<file path="config.mk">
export PLATFORM = sky130hd
export DESIGN_NAME = link_reconnect_supervisor_unit
export DESIGN_NICKNAME = d
export VERILOG_FILES = /design/src/hw/rtl/lrs_pkg.sv /design/src/hw/rtl/lrs_update.sv /design/src/hw/rtl/link_reconnect_supervisor_unit.sv
export SDC_FILE = /design/constraint.sdc
export NUM_CORES = 1
export LEC_CHECK = 0
export BUFFER_PORTS_ARGS = -buffer_cell sky130_fd_sc_hd__buf_4
export CAP_MARGIN = 25
export CORE_ASPECT_RATIO = 0.75
export CORE_MARGIN = 2
export CORE_UTILIZATION = 55
export CTS_CLUSTER_SIZE = 8
export DETAILED_ROUTE_END_ITERATION = 8
export PLACE_DENSITY = 0.77
export SETUP_SLACK_MARGIN = 0.1
export SLEW_MARGIN = 0
export SYNTH_ARGS = -nofsm -noshare
export SYNTH_HDL_FRONTEND = slang
export SYNTH_SLANG_ARGS = --single-unit
</file>
<file path="constraint.sdc">
create_clock -name clock -period 3.7 [get_ports clock]
set_input_delay 0.555 -clock clock [delete_from_list [all_inputs] [get_ports clock]]
set_output_delay 0.555 -clock clock [all_outputs]
set_load 0.01 [all_outputs]
</file>
<file path="src/hw/rtl/lrs_pkg.sv">
// shared types, codes and constants of the link reconnect supervisor
`timescale 1ns / 1ps

package lrs_pkg;

   // event codes of the input word
   typedef enum logic [2:0] {
      FUNC_TICK         = 3'd0,
      FUNC_RADIO_START  = 3'd1,
      FUNC_DISCONNECT   = 3'd2,
      FUNC_GOT_ADDRESS  = 3'd3,
      FUNC_REQ_STATION  = 3'd4,
      FUNC_REQ_PORTAL   = 3'd5,
      FUNC_REQ_STOP     = 3'd6
   } func_type;

   // radio actions of the result word
   typedef enum logic [2:0] {
      ACT_NONE    = 3'd0,
      ACT_CONNECT = 3'd1,
      ACT_STATION = 3'd2,
      ACT_PORTAL  = 3'd3,
      ACT_OFF     = 3'd4
   } action_type;

   // held host request
   typedef enum logic [1:0] {
      PEND_NONE    = 2'd0,
      PEND_STATION = 2'd1,
      PEND_PORTAL  = 2'd2,
      PEND_STOP    = 2'd3
   } pend_type;

   // csr register indexes
   localparam logic [1:0] CSR_AUTH_FAIL_LIMIT    = 2'd0;
   localparam logic [1:0] CSR_NEVER_CONN_LIMIT   = 2'd1;
   localparam logic [1:0] CSR_PORTAL_IDLE_TIMEOUT = 2'd2;

   localparam int CSR_INDEX_W = 2;
   localparam int CSR_DATA_W  = 16;

   // csr reset values
   localparam logic [7:0]  AUTH_FAIL_LIMIT_RST    = 8'd3;
   localparam logic [7:0]  NEVER_CONN_LIMIT_RST   = 8'd20;
   localparam logic [15:0] PORTAL_IDLE_TIMEOUT_RST = 16'd600;

   // disconnect reasons counted as authentication failures
   localparam logic [7:0] REASON_AUTH_A = 8'd14;
   localparam logic [7:0] REASON_AUTH_B = 8'd15;
   localparam logic [7:0] REASON_AUTH_C = 8'd202;
   localparam logic [7:0] REASON_AUTH_D = 8'd204;

   // reconnect backoff in seconds, indexed by failures minus one, capped
   localparam int BACKOFF_DEPTH = 7;
   localparam logic [5:0] BACKOFF_SECS [BACKOFF_DEPTH] = '{
      6'd1, 6'd2, 6'd4, 6'd8, 6'd15, 6'd30, 6'd60
   };

   typedef struct packed {
      logic [2:0] func;
      logic [7:0] reason;
      logic       have_credentials;
      logic       portal_client_seen;
   } req_word_type;

   typedef struct packed {
      logic [2:0] action;
      logic       link_up;
      logic       portal_mode;
      logic       portal_sticky;
      logic       station_active;
      logic [7:0] fail_count;
   } rsp_word_type;

   typedef struct packed {
      logic [7:0]  auth_fail_limit;
      logic [7:0]  never_conn_limit;
      logic [15:0] portal_idle_timeout;
   } csr_type;

   typedef struct packed {
      logic        station_on;
      logic        connected;
      logic        portal_on;
      logic        sticky;
      logic [7:0]  fail_total;
      logic [7:0]  auth_fail_total;
      logic        ever_linked;
      logic [5:0]  retry_countdown;
      logic [15:0] portal_idle_secs;
      logic        portal_wanted;
      logic        portal_wanted_sticky;
      pend_type    pending;
   } state_type;

endpackage

</file>
<file path="src/hw/rtl/lrs_update.sv">
// next-state and action logic for one event word
`timescale 1ns / 1ps

module lrs_update import lrs_pkg::*; (
   input  state_type    cur,
   input  req_word_type word,
   input  csr_type      csr,
   output state_type    nxt,
   output action_type   action
);

   function automatic state_type apply_stop(input state_type s);
      state_type r;
      r = s;
      r.station_on      = 1'b0;
      r.portal_wanted   = 1'b0;
      r.retry_countdown = '0;
      r.portal_on       = 1'b0;
      r.connected       = 1'b0;
      return r;
   endfunction

   function automatic state_type apply_station(input state_type s);
      state_type r;
      r = s;
      r.portal_on       = 1'b0;
      r.fail_total      = '0;
      r.auth_fail_total = '0;
      r.retry_countdown = '0;
      r.portal_wanted   = 1'b0;
      r.station_on      = 1'b1;
      return r;
   endfunction

   function automatic state_type apply_portal(input state_type s, input logic stk);
      state_type r;
      r = s;
      r.portal_wanted = 1'b0;
      if (s.portal_on) begin
         r.sticky = s.sticky | stk;
      end else begin
         r.station_on       = 1'b0;
         r.retry_countdown  = '0;
         r.portal_idle_secs = '0;
         r.sticky           = stk;
         r.connected        = 1'b0;
         r.portal_on        = 1'b1;
      end
      return r;
   endfunction

   function automatic logic [5:0] backoff(input logic [7:0] fails);
      logic [7:0] idx;
      idx = (fails > 8'd0) ? fails - 8'd1 : 8'd0;
      if (idx > 8'(BACKOFF_DEPTH - 1)) begin
         idx = 8'(BACKOFF_DEPTH - 1);
      end
      return BACKOFF_SECS[idx[2:0]];
   endfunction

   logic is_auth;
   logic [15:0] idle_inc;

   assign is_auth = (word.reason == REASON_AUTH_A) || (word.reason == REASON_AUTH_B) ||
                    (word.reason == REASON_AUTH_C) || (word.reason == REASON_AUTH_D);
   assign idle_inc = (cur.portal_idle_secs != 16'hFFFF) ? cur.portal_idle_secs + 16'd1
                                                         : cur.portal_idle_secs;

   always_comb begin
      nxt    = cur;
      action = ACT_NONE;
      unique case (func_type'(word.func))
         FUNC_TICK: begin
            if (cur.pending != PEND_NONE) begin
               nxt.pending = PEND_NONE;
               unique case (cur.pending)
                  PEND_STATION: begin
                     if (word.have_credentials) begin
                        nxt    = apply_station(nxt);
                        action = ACT_STATION;
                     end else begin
                        nxt    = apply_stop(nxt);
                        action = ACT_OFF;
                     end
                  end
                  PEND_PORTAL: begin
                     action = cur.portal_on ? ACT_NONE : ACT_PORTAL;
                     nxt    = apply_portal(nxt, 1'b1);
                  end
                  default: begin
                     nxt    = apply_stop(nxt);
                     action = ACT_OFF;
                  end
               endcase
            end else if (cur.portal_on) begin
               // unused timed portal counts idle seconds
               if (!(cur.sticky || word.portal_client_seen)) begin
                  nxt.portal_idle_secs = idle_inc;
                  if (idle_inc >= csr.portal_idle_timeout) begin
                     if (word.have_credentials) begin
                        nxt    = apply_station(nxt);
                        action = ACT_STATION;
                     end else begin
                        nxt    = apply_stop(nxt);
                        action = ACT_OFF;
                     end
                  end
               end
            end else if (cur.portal_wanted) begin
               nxt    = apply_portal(nxt, cur.portal_wanted_sticky);
               action = ACT_PORTAL;
            end else if (cur.retry_countdown != '0) begin
               nxt.retry_countdown = cur.retry_countdown - 6'd1;
               if (cur.retry_countdown == 6'd1) begin
                  action = ACT_CONNECT;
               end
            end
         end
         FUNC_RADIO_START: begin
            if (cur.station_on) begin
               action = ACT_CONNECT;
            end
         end
         FUNC_DISCONNECT: begin
            nxt.connected = 1'b0;
            if (cur.station_on) begin
               if (cur.fail_total != 8'hFF) begin
                  nxt.fail_total = cur.fail_total + 8'd1;
               end
               if (is_auth && (cur.auth_fail_total != 8'hFF)) begin
                  nxt.auth_fail_total = cur.auth_fail_total + 8'd1;
               end
               if (nxt.auth_fail_total >= csr.auth_fail_limit) begin
                  nxt.station_on           = 1'b0;
                  nxt.portal_wanted        = 1'b1;
                  nxt.portal_wanted_sticky = 1'b1;
               end else if (!cur.ever_linked && (nxt.fail_total >= csr.never_conn_limit)) begin
                  nxt.station_on           = 1'b0;
                  nxt.portal_wanted        = 1'b1;
                  nxt.portal_wanted_sticky = 1'b0;
               end else begin
                  nxt.retry_countdown = backoff(nxt.fail_total);
               end
            end
         end
         FUNC_GOT_ADDRESS: begin
            nxt.connected       = 1'b1;
            nxt.fail_total      = '0;
            nxt.auth_fail_total = '0;
            nxt.retry_countdown = '0;
            nxt.ever_linked     = 1'b1;
         end
         FUNC_REQ_STATION: nxt.pending = PEND_STATION;
         FUNC_REQ_PORTAL:  nxt.pending = PEND_PORTAL;
         FUNC_REQ_STOP:    nxt.pending = PEND_STOP;
         default: ;
      endcase
   end

endmodule

</file>
<file path="src/hw/rtl/link_reconnect_supervisor_unit.sv">
// top level of the link reconnect supervisor
`timescale 1ns / 1ps

// link reconnect supervisor: takes one event word per cycle (tick, radio
// started, disconnect with reason, got address, or a host request) and gives
// one result word per event with the radio action and link status. an event
// word is held in an input register, the supervisor state is updated from it
// and the result lands in an output register, and a word can be taken every
// cycle while the result side keeps up. when the result side stalls, one more
// event waits in the input register before req_stall rises. host requests are
// only recorded and take effect at the next tick. the csr port is a plain
// write port (0 auth fail limit, 1 never-connected fail limit, 2 portal idle
// timeout); write it only while no event is in flight.

module link_reconnect_supervisor_unit import lrs_pkg::*; (
   input  logic                    clock,
   input  logic                    reset,
   input  logic                    req_valid,
   output logic                    req_stall,
   input  req_word_type            req_word,
   output logic                    rsp_valid,
   input  logic                    rsp_stall,
   output rsp_word_type            rsp_word,
   input  logic                    csr_write_en,
   input  logic [CSR_INDEX_W-1:0]  csr_index,
   input  logic [CSR_DATA_W-1:0]   csr_wdata
);

   // input register
   logic         in_valid_ff;
   logic         in_valid_in;
   req_word_type in_word_ff;
   logic         in_take;

   // output register
   logic         out_valid_ff;
   logic         out_valid_in;
   rsp_word_type out_word_ff;

   // supervisor state and csrs
   state_type    state_ff;
   state_type    state_in;
   csr_type      csr_ff;
   csr_type      csr_in;
   action_type   action;
   logic         advance;

   // the held word moves on when the output register is free or draining
   assign advance   = in_valid_ff && (!out_valid_ff || !rsp_stall);
   assign req_stall = in_valid_ff && !advance;
   assign in_take   = req_valid && !req_stall;

   assign in_valid_in  = in_take || (in_valid_ff && !advance);
   assign out_valid_in = advance || (out_valid_ff && rsp_stall);

   lrs_update u_update (
      .cur    (state_ff),
      .word   (in_word_ff),
      .csr    (csr_ff),
      .nxt    (state_in),
      .action (action)
   );

   // csr writes
   always_comb begin
      csr_in = csr_ff;
      if (csr_write_en) begin
         unique case (csr_index)
            CSR_AUTH_FAIL_LIMIT:     csr_in.auth_fail_limit     = csr_wdata[7:0];
            CSR_NEVER_CONN_LIMIT:    csr_in.never_conn_limit    = csr_wdata[7:0];
            CSR_PORTAL_IDLE_TIMEOUT: csr_in.portal_idle_timeout = csr_wdata;
            default: ;
         endcase
      end
   end

   always_ff @(posedge clock) begin
      if (reset) begin
         in_valid_ff  <= 1'b0;
         out_valid_ff <= 1'b0;
         state_ff     <= '{pending: PEND_NONE, default: '0};
         csr_ff       <= '{auth_fail_limit:     AUTH_FAIL_LIMIT_RST,
                           never_conn_limit:    NEVER_CONN_LIMIT_RST,
                           portal_idle_timeout: PORTAL_IDLE_TIMEOUT_RST};
      end else begin
         in_valid_ff  <= in_valid_in;
         out_valid_ff <= out_valid_in;
         csr_ff       <= csr_in;
         if (advance) begin
            state_ff <= state_in;
         end
      end
   end

   // payload registers
   always_ff @(posedge clock) begin
      if (in_take) begin
         in_word_ff <= req_word;
      end
      if (advance) begin
         out_word_ff.action         <= action;
         out_word_ff.link_up        <= state_in.connected;
         out_word_ff.portal_mode    <= state_in.portal_on;
         out_word_ff.portal_sticky  <= state_in.portal_on & state_in.sticky;
         out_word_ff.station_active <= state_in.station_on;
         out_word_ff.fail_count     <= state_in.fail_total;
      end
   end

   assign rsp_valid = out_valid_ff;
   assign rsp_word  = out_word_ff;

endmodule
</file>
==> flow_summary.ini <==
[clock_tree]
cts-buffers-inserted = 9
path_clk_slew_ns = 0.09
cts_buffer_depth = 2
clock-sinks = 109
cts_root_buffer = clkbuf_16
clk_latency_ns = 0.36
cts_tree = done
htreeDepth = 3
cts_hold_buf = 0

[finish]
drive_gt1_frac = 0.275
antenna_cells = 0
nNetsFinal = 976
final_core_util = 0.725
syn_to_final_growth_pct = 29.1
n_fill_cell = 854

[synthesis]
synth_area_leaders = dfxtp_1 25%, edfxtp_1 13%, ha_1 8.1%
synth_area_um2 = 6500
yosys_warnings = 0
synthAdderAreaFrac = 0.0809
synth_top_area_frac = 0.250
ys_seq_area_frac = 0.379
synth-edff-count = 28
synth_ff_type = dfxtp_1
synth-simple-area-share = 0.211
synth_top_area_cell = dfxtp_1
synth_xor_area_frac = 0.0337
synth_top_family_by_area = compound AO/OA/AOI/OAI gates
synthMuxAreaShare = 0.0158
synth.avg_cell_area_um2 = 8.36
synth.distinct_cells = 78
synth_compound_area_frac = 0.224
syn_nets = 855
syn_inst = 777
synth-async-reset-ratio = 0
yosys_register_bits = 109

[timing]
finalSetupTns_ns = -1.25
hold_viol = 0
max_freq_mhz = 260
rsz0062_at_grt = yes
max_slew_margin = 0.264
tightest_slew_ns = 1.08
fin_skew_ns = 0.0126
setup_viol = 24
min_period_over_period = 1.04
setup_slack_ns = -0.141
layout_min_cycle_time_ns = 3.84
maxSlewViolCount = 0

[global_routing]
grt_remaining_overflow = 0
grt_pass1_wl_um = 30300
grt_usage = 0.301
grt_pass1_vias = 6164
antenna_found_initial = 0
grt_max_degree = 59

[setup_path]
crit_arrival_ns = 4.15
r2r_slack_ns = -0.14
endpoint_kind = flop
r2r_start = in_word_ff[2]
startpoint = in_word_ff[2]
start_kind = flop
required_ns = 4.01
critPathKind = flop to flop
cp_max_fo = 3

[die]
die_y_um = 98.1
die_x_um = 130
die_area_um2 = 12700
initial_core_util = 0.562
io_pins = 53
core-area_um2 = 11600
rows = 34

[min_path]
hold_class = input pin to flop
hold_path_startpoint = req_word[3]

[drt]
routed_wl_um = 18900
drcViolationCount = 0
routedWlPerCell_um = 17.8
postRouteAntennaNets = 0
num_vias = 6393
post_drt_via_cell_ratio = 6.00
drt_iter0_markers = 768
first_pass_iters = 5

[pwr]
irDropWorstVdd_mv = 0.308
p_per_area_nw_per_um2 = 305
p_leak_nw = 3.42

[placement]
port_buffers = 52
place_hpwl_um = 13000
gp_congestion = 0.929

[run_status]
failed_checks = setup timing
outcome = finished with violations

[run]
maxCapViolCount = 0
[critical path: stages, from the launching register on]
cell and delay, ns:
edfxtp_1 0.42, or4b_4 0.56, a221oi_4 0.25, and4_4 0.30
xor2_1 0.19, ha_1 0.30, a2111oi_4 0.40, nor2b_4 0.21
o21ai_2 0.07, a22oi_2 0.24, nor2_2 0.07, buf_4 0.13
buf_4 0.12, nor4_1 0.34, a32o_1 0.17
[report_power, final]
group          internal (mW)  switching, mW
Combinational          0.112          0.149
Sequential              1.26         0.0264
Clock                  0.491          0.522
[cells in the final DEF (no fill, tap or decap), types with 5 or more instances in the layout]
| cell | count |
|---|---|
| xnor2_1 | 15 |
| nand4_1 | 10 |
| a21oi_1 | 58 |
| or3_1 | 7 |
| o211ai_1 | 9 |
| o21ai_2 | 10 |
| nor3b_1 | 7 |
| nor3_1 | 16 |
| a31oi_1 | 18 |
| a22o_1 | 13 |
| nand2_1 | 84 |
| nand3b_1 | 7 |
| a22oi_2 | 5 |
| clkbuf_16 | 9 |
| nand2_2 | 5 |
| o31ai_1 | 5 |
| o21ai_1 | 9 |
| nand3_1 | 19 |
| a21oi_2 | 6 |
| buf_4 | 131 |
| nor2_1 | 56 |
| nor2_2 | 7 |
| and3_1 | 9 |
| buf_6 | 7 |
| edfxtp_1 | 28 |
| mux2i_1 | 7 |
| o21a_1 | 6 |
| o21ai_0 | 27 |
| xor2_1 | 7 |
| nand2b_1 | 10 |
| inv_1 | 60 |
| ha_1 | 41 |
| dfxtp_1 | 77 |
[timing repair]
action,CTS,global route
cloned,1,0
pin swaps,41,31
setup buffers,20,6
resized for setup,62,38
endpoints found under the setup margin,40,41
[stage by stage]
step,power [mW],setup WS [ns],instances,area (µm²),hold slack (ns)
after global placement,1.53,-0.161,1025,7490,0.443
after detailed placement,1.53,-0.337,1025,7490,0.447
after CTS,2.56,-0.0494,1060,8200,0.351
after floorplan,1.44,-0.0550,777,6550,0.435
after global routing,2.64,-0.302,1065,8390,0.346
final,2.56,-0.141,1065,8390,0.361
[state kept, by name, summed over array words and instances, names as in the netlist]
name / count
state_ff: 47
csr_ff: 32
rsp_word: 15
in_word_ff: 13
in_valid_ff: 1
rsp_valid: 1
[layer usage]
layer,up-vias,track usage,share of wire
met5,-,0,0
li1,3052,-,-
met1,3029,0.418,0.45
met3,38,0.0751,0.078
met2,274,0.466,0.45
met4,0,0.0918,0.021
[logic make-up (layout without fill, tap and decap cells)]
kind of cell / after synthesis / after routing
AND/OR/NAND/NOR: 277 / 277
AO/OA/AOI/OAI: 223 / 223
flip-flops: 109 / 109
buffers and inverters: 91 / 217
adder cells (fa/ha/maj): 42 / 42
XOR/XNOR: 25 / 25
multiplexers: 10 / 10
[area by class of cell]
| class | count | area [µm²] | share of cell area |
|---|---|---|---|
| clock buffer | 9 | 225 | 0.0268 |
| clock inverter | 7 | 83.8 | 0.00999 |
| multi-input combinational | 577 | 4070 | 0.485 |
| inverter | 61 | 229 | 0.0273 |
| timing repair buffer | 140 | 1110 | 0.132 |
| sequential | 109 | 2470 | 0.294 |
| tap | 162 | 203 | 0.0242 |
[final timing paths]
path / end / cells past startpoint
min: in_word_ff[3] / 1
max: state_ff[25] / 14
min reg2reg: csr_ff[8] / 2
max reg2reg: state_ff[25] / 14
[cells in the mapped netlist (6+ instances only)]
cell type / instances
nand2_1: 89
dfxtp_1: 81
a21oi_1: 64
nor2_1: 63
inv_1: 60
ha_1: 42
o21ai_0: 40
edfxtp_1: 28
nand3_1: 21
a31oi_1: 20
clkbuf_1: 18
nor3_1: 18
xnor2_1: 17
a22o_1: 13
nand2b_1: 11
and3_1: 10
nand4_1: 10
o211ai_1: 9
mux2i_1: 8
xor2_1: 8
nand3b_1: 7
nor3b_1: 7
o21ai_1: 7
o22ai_1: 7
or3_1: 7
a22oi_1: 6
o21a_1: 6
No activity file was read; power rests on OpenSTA's default activity.
